==> src/sv/fpl2_pkg.sv <==
`default_nettype none
// ----------------------------------------------------------------------------
// fpl2_pkg: shared constants and types for the fixed-point log2 unit
// Widths of the operand and result, normalizer step plan and FSM state types.
// ----------------------------------------------------------------------------
package fpl2_pkg;

  localparam int IN_W           = 32;  // operand width
  localparam int OUT_W          = 30;  // result width, two's complement
  localparam int EXP_W          = 7;   // signed integer part, -64..63
  localparam int LZ_W           = 5;   // leading zero count, 0..31
  localparam int NORM_STEPS     = 5;   // binary search steps over 32 bits
  localparam int NORM_STEP_W    = 3;
  localparam int NORM_FIRST     = 16;  // first search step shifts by 16
  localparam int FRACTION_BITS_DEF = 24;
  localparam int QUEUE_DEPTH    = 2;

  typedef enum logic [1:0] {
    F_IDLE,
    F_NORM,
    F_PUSH
  } front_state_t;

  typedef enum logic [1:0] {
    B_IDLE,
    B_RUN,
    B_DONE
  } back_state_t;

endpackage : fpl2_pkg
`default_nettype wire

==> src/sv/fpl2_front.sv <==
`default_nettype none
// ----------------------------------------------------------------------------
// fpl2_front: request intake and normalizer
// Finds the leading one by a five-step binary search and pushes the
// integer part and the mantissa in [1,2) to the queue.
// ----------------------------------------------------------------------------
module fpl2_front #(
  parameter int FRACTION_BITS = fpl2_pkg::FRACTION_BITS_DEF
) (
  input  wire logic                            clk,
  input  wire logic                            rst_n,
  input  wire logic                            in_valid,
  output logic                                 in_stall,
  input  wire logic [fpl2_pkg::IN_W-1:0]       in_value_in,
  output logic                                 push_valid,
  input  wire logic                            push_stall,
  output logic signed [fpl2_pkg::EXP_W-1:0]    push_expo,
  output logic [FRACTION_BITS:0]               push_mant
);
  import fpl2_pkg::*;

  localparam int MANT_W = FRACTION_BITS + 1;

  front_state_t           state_r, state_nxt;
  logic [IN_W-1:0]        x_r, x_nxt;
  logic [LZ_W-1:0]        lz_r, lz_nxt;
  logic [NORM_STEP_W-1:0] step_r, step_nxt;
  logic [LZ_W:0]          amt;
  logic [IN_W-1:0]        top_mask;

  always_ff @(posedge clk) begin
    if (!rst_n) begin
      state_r <= F_IDLE;
    end else begin
      state_r <= state_nxt;
    end
  end

  always_ff @(posedge clk) begin
    x_r    <= x_nxt;
    lz_r   <= lz_nxt;
    step_r <= step_nxt;
  end

  // shift amount of this search step: 16, 8, 4, 2, 1
  assign amt      = (LZ_W + 1)'(NORM_FIRST >> step_r);
  assign top_mask = ~({IN_W{1'b1}} >> amt);

  always_comb begin
    state_nxt  = state_r;
    x_nxt      = x_r;
    lz_nxt     = lz_r;
    step_nxt   = step_r;
    in_stall   = 1'b1;
    push_valid = 1'b0;
    case (state_r)
      F_IDLE: begin
        in_stall = 1'b0;
        if (in_valid) begin
          x_nxt     = in_value_in;
          lz_nxt    = '0;
          step_nxt  = '0;
          state_nxt = F_NORM;
        end
      end
      F_NORM: begin
        if ((x_r & top_mask) == '0) begin
          x_nxt  = x_r << amt;
          lz_nxt = lz_r + LZ_W'(amt);
        end
        step_nxt = step_r + 1'b1;
        if (step_r == NORM_STEP_W'(NORM_STEPS - 1)) begin
          state_nxt = F_PUSH;
        end
      end
      F_PUSH: begin
        push_valid = 1'b1;
        if (!push_stall) begin
          state_nxt = F_IDLE;
        end
      end
      default: begin
        state_nxt = F_IDLE;
      end
    endcase
  end

  // x_r is left-justified; a zero operand ends with lz of 31 and mantissa 0,
  // which yields the minimum result without a special path
  assign push_expo = EXP_W'(IN_W - 1) - EXP_W'(lz_r) - EXP_W'(FRACTION_BITS);
  assign push_mant = x_r[IN_W-1 -: MANT_W];

endmodule : fpl2_front
`default_nettype wire

==> src/sv/fpl2_fifo.sv <==
`default_nettype none
// ----------------------------------------------------------------------------
// fpl2_fifo: two-entry queue between normalizer and squaring engine
// Register based, first word fall-through.
// ----------------------------------------------------------------------------
module fpl2_fifo #(
  parameter int WIDTH = 8
) (
  input  wire logic             clk,
  input  wire logic             rst_n,
  input  wire logic             push_valid,
  output logic                  push_stall,
  input  wire logic [WIDTH-1:0] push_data,
  output logic                  pop_valid,
  input  wire logic             pop_stall,
  output logic [WIDTH-1:0]      pop_data
);
  import fpl2_pkg::*;

  localparam int CNT_W = $clog2(QUEUE_DEPTH + 1);
  localparam int PTR_W = $clog2(QUEUE_DEPTH);

  logic [WIDTH-1:0] mem_r [QUEUE_DEPTH];
  logic [PTR_W-1:0] wr_ptr_r, wr_ptr_nxt;
  logic [PTR_W-1:0] rd_ptr_r, rd_ptr_nxt;
  logic [CNT_W-1:0] cnt_r, cnt_nxt;
  logic             do_push, do_pop;

  assign push_stall = (cnt_r == CNT_W'(QUEUE_DEPTH));
  assign pop_valid  = (cnt_r != '0);
  assign pop_data   = mem_r[rd_ptr_r];
  assign do_push    = push_valid && !push_stall;
  assign do_pop     = pop_valid && !pop_stall;

  always_comb begin
    wr_ptr_nxt = do_push ? wr_ptr_r + 1'b1 : wr_ptr_r;
    rd_ptr_nxt = do_pop ? rd_ptr_r + 1'b1 : rd_ptr_r;
    cnt_nxt    = cnt_r + CNT_W'(do_push) - CNT_W'(do_pop);
  end

  always_ff @(posedge clk) begin
    if (!rst_n) begin
      wr_ptr_r <= '0;
      rd_ptr_r <= '0;
      cnt_r    <= '0;
    end else begin
      wr_ptr_r <= wr_ptr_nxt;
      rd_ptr_r <= rd_ptr_nxt;
      cnt_r    <= cnt_nxt;
    end
  end

  always_ff @(posedge clk) begin
    if (do_push) begin
      mem_r[wr_ptr_r] <= push_data;
    end
  end

endmodule : fpl2_fifo
`default_nettype wire

==> src/sv/fpl2_back.sv <==
`default_nettype none
// ----------------------------------------------------------------------------
// fpl2_back: repeated-squaring engine
// One squaring per cycle on a shared multiplier, one fraction bit per round,
// result held in an output register until taken.
// ----------------------------------------------------------------------------
module fpl2_back #(
  parameter int FRACTION_BITS = fpl2_pkg::FRACTION_BITS_DEF
) (
  input  wire logic                            clk,
  input  wire logic                            rst_n,
  input  wire logic                            pop_valid,
  output logic                                 pop_stall,
  input  wire logic signed [fpl2_pkg::EXP_W-1:0] pop_expo,
  input  wire logic [FRACTION_BITS:0]          pop_mant,
  output logic                                 out_valid,
  input  wire logic                            out_stall,
  output logic [fpl2_pkg::OUT_W-1:0]           out_log2_out
);
  import fpl2_pkg::*;

  localparam int MANT_W = FRACTION_BITS + 1;
  localparam int CNT_W  = $clog2(FRACTION_BITS);
  localparam int ACC_W  = (FRACTION_BITS + EXP_W > OUT_W) ? FRACTION_BITS + EXP_W : OUT_W;

  back_state_t              state_r, state_nxt;
  logic [MANT_W-1:0]        z_r, z_nxt;
  logic [FRACTION_BITS-1:0] frac_r, frac_nxt;
  logic signed [EXP_W-1:0]  expo_r, expo_nxt;
  logic [CNT_W-1:0]         cnt_r, cnt_nxt;
  logic                     out_valid_r, out_valid_nxt;
  logic [OUT_W-1:0]         out_data_r, out_data_nxt;
  logic [2*MANT_W-1:0]      sq;
  logic [MANT_W:0]          sq_trunc;
  logic signed [ACC_W-1:0]  acc;

  // z < 2.0, so the square stays below 4.0
  assign sq       = z_r * z_r;
  assign sq_trunc = sq[2*MANT_W-1:FRACTION_BITS];

  // integer part placed above the collected fraction bits, high bits wrap away
  assign acc = (ACC_W'(expo_r) <<< FRACTION_BITS) | ACC_W'(frac_r);

  always_ff @(posedge clk) begin
    if (!rst_n) begin
      state_r     <= B_IDLE;
      out_valid_r <= 1'b0;
    end else begin
      state_r     <= state_nxt;
      out_valid_r <= out_valid_nxt;
    end
  end

  always_ff @(posedge clk) begin
    z_r        <= z_nxt;
    frac_r     <= frac_nxt;
    expo_r     <= expo_nxt;
    cnt_r      <= cnt_nxt;
    out_data_r <= out_data_nxt;
  end

  always_comb begin
    state_nxt     = state_r;
    z_nxt         = z_r;
    frac_nxt      = frac_r;
    expo_nxt      = expo_r;
    cnt_nxt       = cnt_r;
    out_data_nxt  = out_data_r;
    out_valid_nxt = out_valid_r && out_stall;
    pop_stall     = 1'b1;
    case (state_r)
      B_IDLE: begin
        pop_stall = 1'b0;
        if (pop_valid) begin
          z_nxt     = pop_mant;
          expo_nxt  = pop_expo;
          frac_nxt  = '0;
          cnt_nxt   = '0;
          state_nxt = B_RUN;
        end
      end
      B_RUN: begin
        if (sq_trunc[MANT_W]) begin
          z_nxt    = sq_trunc[MANT_W:1];
          frac_nxt = {frac_r[FRACTION_BITS-2:0], 1'b1};
        end else begin
          z_nxt    = sq_trunc[MANT_W-1:0];
          frac_nxt = {frac_r[FRACTION_BITS-2:0], 1'b0};
        end
        cnt_nxt = cnt_r + 1'b1;
        if (cnt_r == CNT_W'(FRACTION_BITS - 1)) begin
          state_nxt = B_DONE;
        end
      end
      B_DONE: begin
        if (!out_valid_r || !out_stall) begin
          out_valid_nxt = 1'b1;
          out_data_nxt  = acc[OUT_W-1:0];
          state_nxt     = B_IDLE;
        end
      end
      default: begin
        state_nxt = B_IDLE;
      end
    endcase
  end

  assign out_valid    = out_valid_r;
  assign out_log2_out = out_data_r;

endmodule : fpl2_back
`default_nettype wire

==> src/sv/fixed_point_log2_unit.sv <==
`default_nettype none
// ----------------------------------------------------------------------------
// fixed_point_log2_unit: base-2 logarithm of an unsigned fixed-point value
// Normalizer front end, two-entry queue, repeated-squaring back end.
// ----------------------------------------------------------------------------
// Usage:
//   Input channel in_valid / in_stall carries one request: in_value_in, an
//   unsigned 32-bit value with FRACTION_BITS fraction bits.
//   Output channel out_valid / out_stall returns out_log2_out, the truncated
//   log2 in two's complement with FRACTION_BITS fraction bits (low 30 bits).
//   A zero operand returns -FRACTION_BITS.
// Operation:
//   The front end works on one request at a time (accept, five leading-one
//   search steps, queue push). The back end runs FRACTION_BITS squarings on
//   one multiplier, one per cycle, plus load and write-back, takes no new
//   request until its write-back is done, and sets the sustained rate.
// Reset and stalls:
//   Synchronous active-low reset empties the queue and drops both FSMs to
//   idle; out_valid is low afterwards. While out_stall is high the result
//   holds in its output register; the engine and the queue keep taking
//   requests until they fill, then in_stall stays high.
// ----------------------------------------------------------------------------
module fixed_point_log2_unit #(
  parameter int FRACTION_BITS = fpl2_pkg::FRACTION_BITS_DEF
) (
  input  wire logic                       clk,
  input  wire logic                       rst_n,
  input  wire logic                       in_valid,
  output logic                            in_stall,
  input  wire logic [fpl2_pkg::IN_W-1:0]  in_value_in,
  output logic                            out_valid,
  input  wire logic                       out_stall,
  output logic [fpl2_pkg::OUT_W-1:0]      out_log2_out
);
  import fpl2_pkg::*;

  localparam int MANT_W = FRACTION_BITS + 1;
  localparam int Q_W    = EXP_W + MANT_W;

  // normalizer to queue
  logic                    push_valid, push_stall;
  logic signed [EXP_W-1:0] push_expo;
  logic [MANT_W-1:0]       push_mant;

  // queue to squaring engine
  logic                    pop_valid, pop_stall;
  logic [Q_W-1:0]          pop_data;
  logic signed [EXP_W-1:0] pop_expo;
  logic [MANT_W-1:0]       pop_mant;

  fpl2_front #(
    .FRACTION_BITS(FRACTION_BITS)
  ) u_front (
    .clk        (clk),
    .rst_n      (rst_n),
    .in_valid   (in_valid),
    .in_stall   (in_stall),
    .in_value_in(in_value_in),
    .push_valid (push_valid),
    .push_stall (push_stall),
    .push_expo  (push_expo),
    .push_mant  (push_mant)
  );

  fpl2_fifo #(
    .WIDTH(Q_W)
  ) u_queue (
    .clk       (clk),
    .rst_n     (rst_n),
    .push_valid(push_valid),
    .push_stall(push_stall),
    .push_data ({push_expo, push_mant}),
    .pop_valid (pop_valid),
    .pop_stall (pop_stall),
    .pop_data  (pop_data)
  );

  assign pop_expo = pop_data[Q_W-1:MANT_W];
  assign pop_mant = pop_data[MANT_W-1:0];

  fpl2_back #(
    .FRACTION_BITS(FRACTION_BITS)
  ) u_back (
    .clk         (clk),
    .rst_n       (rst_n),
    .pop_valid   (pop_valid),
    .pop_stall   (pop_stall),
    .pop_expo    (pop_expo),
    .pop_mant    (pop_mant),
    .out_valid   (out_valid),
    .out_stall   (out_stall),
    .out_log2_out(out_log2_out)
  );

endmodule : fixed_point_log2_unit
`default_nettype wire

==> config.mk <==
export PLATFORM = sky130hd
export DESIGN_NAME = fixed_point_log2_unit
export DESIGN_NICKNAME = d
export VERILOG_FILES = /design/src/sv/fpl2_pkg.sv /design/src/sv/fpl2_front.sv /design/src/sv/fpl2_fifo.sv /design/src/sv/fpl2_back.sv /design/src/sv/fixed_point_log2_unit.sv
export SDC_FILE = /design/constraint.sdc
export NUM_CORES = 2
export LEC_CHECK = 0
export BUFFER_PORTS_ARGS = -buffer_cell sky130_fd_sc_hd__buf_2
export CAP_MARGIN = 0
export CORE_MARGIN = 8
export CORE_UTILIZATION = 55
export DETAILED_ROUTE_END_ITERATION = 16
export PLACE_DENSITY = 0.73
export REMOVE_ABC_BUFFERS = 1
export SLEW_MARGIN = 30
export SYNTH_ARGS = -nofsm -noshare
export SYNTH_HDL_FRONTEND = slang
export SYNTH_SLANG_ARGS = --single-unit
==> constraint.sdc <==
create_clock -name clk -period 8.8 [get_ports clk]
set_input_delay 1.76 -clock clk [delete_from_list [all_inputs] [get_ports clk]]
set_output_delay 1.76 -clock clk [all_outputs]
set_load 0.02 [all_outputs]
==> metrics.yaml <==
outcome: "finished clean"
synth_edf_count: 192
period_share_pct: 93.4
startpoint_type: "register"
cts_sinks: 202
ant_nets: 0
holdWs_ps: 417
gp_congestion: 0.951
worst_hold_path_type: "reg2reg"
gr-usage-all-layers_pct: 23.7
grt_overflow: 0
area_growth_pct: 6.94
worstSkewPairLatency_ps: 510
grt_pass1_wl_mm: 108
synthArstFlopShare_pct: 0
final-seq-area_mm2: 0.00597
yosys-top-cells-area: "fa_1 (34%), edfxtp_1 (21%), inv_1 (9.6%)"
io_buffer_count: 67
rows: 81
crit_path_end_kind: "register"
cts_tree: "yes"
slew_headroom_pct: 28.6
rsz0062_at_grt: "false"
cts_resized: 0
cts_setup_buffers: 0
vias: 18900
finalHoldViolations: 0
antenna_found_initial: 2
fmax_ghz: 0.122
final_max_slew_viol_count: 0
setup_viol: 0
place_hpwl_mm: 52.0
cts_made_buffers: 22
fp.dieH_um: 239
die_w_um: 239
drive_gt1_share_pct: 6.09
dieArea_mm2: 0.0570
yosys_register_bits: 202
reg2reg_slack_ps: 580
cts_root_buffer: "clkbuf_16"
synth_cells: 2730
synth_seq_area_share_pct: 21.9
maxCapViolCount: 0
critical_path_arrival_ps: 8540
clkTransAtPathRegs_ps: 60
clock_path_buffers: 3
firstDrtPassIters: 6
synth_area_per_cell_um2: 10.0
tns_ps: 0
grt_pass1_vias: 20500
synthFlopType: "edfxtp_1"
ys_types: 68
synth_top_area_share_pct: 34.2
worst_slew_pin_slew_ps: 1070
yosysWarningCount: 0
netlist_area_mm2: 0.0273
fill_cells: 4056
min_period_ps: 8220
fin_skew_ps: 24.8
io_pins: 68
nNetsFinal: 3462
drt_iter0_markers: 1355
grt_max_degree: 68
start_util_pct: 55.8
yosys.area.top_type: "fa_1"
multi_input_area_mm2: 0.0183
crit_type: "reg2reg"
postCtsHoldBufs: 0
wire_per_inst_um: 19.1
htree_levels: 1
route.detailed.drc: 0
worstPathMaxFanout: 31
cp.required_ps: 9120
routed_wl_mm: 65.6
vias_per_cell: 5.49
placeableCoreArea_mm2: 0.0490
==> Yosys cell counts, types with 8 or more instances <==
cell type	number
and3_1	8
nor3_1	14
dfxtp_1	10
nand2b_1	8
a211oi_1	25
mux2i_1	102
nand4_1	13
o22ai_1	21
inv_1	699
and2_1	150
nor2b_1	35
nand2_1	224
clkbuf_1	94
edfxtp_1	192
ha_1	202
a221oi_1	8
nor2_1	101
nand3_1	16
xor2_1	17
mux2_2	9
o21ai_0	42
fa_1	466
buf_1	9
a21o_1	35
a31oi_1	12
a21oi_1	93
xnor2_1	32
a22o_1	10
==> sequential cells by signal, indices dropped and copies added, names as in the netlist, 2 cells and up, named ones only <==
name                 cells
u_front.step_r           3
u_back.expo_r            6
u_front.x_r             32
u_back.state_r           2
u_back.z_r              25
u_back.out_log2_out     30
u_front.state_r          2
u_queue.mem_r           62
u_back.cnt_r             5
u_back.frac_r           24
u_front.lz_r             5
u_queue.cnt_r            2
==> worst max-delay path, cell delays in order (launching register included) <==
cell      delay [ps]
edfxtp_1        1000
nand2_1          220
fa_1             670
inv_1             80
fa_1             540
inv_1             50
fa_1             510
inv_1             60
fa_1             550
fa_1             430
fa_1             490
inv_1             50
fa_1             490
inv_1             50
ha_1             480
nand4_1          220
nor3_1           310
nand4_1          150
a31oi_1          210
nor2_1           140
o21ai_2          240
a31oi_4          130
xnor2_4          170
buf_12           220
mux2_2           360
a21oi_1          180
==> metal layers <==
metal / up-vias / part of all wire (%) / global-route usage, %
li1: 8550 / - / -
met4: 2 / 3.4 / 6.96
met3: 185 / 7.1 / 3.65
met5: - / 0.012 / 0
met2: 743 / 49 / 40.3
met1: 9379 / 41 / 31.3
==> stage by stage <==
step / std cells / cell area (um^2) / util, % / worst slack (ps)
5_1_grt: 3437 / 29200 / 59.6 / 248
4_1_cts: 3436 / 29200 / 59.6 / 529
6_report: 3438 / 29200 / 59.6 / 583
3_3_place_gp: 3396 / 28400 / 58.1 / 767
3_5_place_dp: 3397 / 28500 / 58.2 / 592
2_1_floorplan: 2622 / 26900 / - / 1070
==> cell families after synthesis <==
kind of cell               count (synthesis)  synth area share [%]
buffers and inverters                    808                  11.2
adders and majority gates                669                  43.5
and+or+nand+nor                          591                  10.5
AOI/OAI and AO/OA                        297                  7.09
DFF                                      202                  21.9
muxes                                    113                  4.28
xor gates and xnor gates                  50                  1.63
==> path summary, 6_finish.rpt <==
| path | startpoint | end | cells after the start |
|---|---|---|---|
| worst min register to register | u_back.expo_r[5]$_DFFE_PP_ | u_back.out_log2_out[29]$_DFFE_PP_ | 0 |
| worst max register to register | u_back.z_r[19]$_DFFE_PP_ | u_back.z_r[15]$_DFFE_PP_ | 25 |
| worst min-delay path | u_back.expo_r[5]$_DFFE_PP_ | u_back.out_log2_out[29]$_DFFE_PP_ | 0 |
| worst max-delay path | u_back.z_r[19]$_DFFE_PP_ | u_back.z_r[15]$_DFFE_PP_ | 25 |
==> final cells by class <==
cell class	count	area share (%)
clock inverter	8	0.313
tap	664	2.85
inverter	700	9.00
clock buffer	31	2.11
multi-input combinational	1720	62.8
antenna	1	0.00857
timing repair buffer	112	2.44
sequential	202	20.4
==> layout by cell type (no fill, tap or decap), types with 4 or more instances in the layout <==
cell type	n
nor2_1	100
a21oi_1	92
clkbuf_1	7
fa_1	466
nand2_1	224
nor2b_1	33
a31oi_1	12
a21o_1	35
o21ai_0	42
o221ai_1	5
mux2_2	9
dfxtp_1	9
a211oi_1	25
o22ai_1	21
nor3b_1	5
nand4_1	13
clkbuf_16	23
and2_1	150
xor2_1	17
nand2b_1	8
clkinv_2	4
o21a_1	7
buf_4	42
o31a_1	6
mux2i_1	102
a221oi_1	8
ha_1	202
o31ai_1	6
nand3_1	16
nor3_1	14
inv_1	699
xnor2_1	32
buf_2	67
a22o_1	10
edfxtp_1	192
and3_1	8
Power is left out: the tool's default activity adds up to more than one toggle a clock period on the data nets, which glitch-free logic cannot reach.
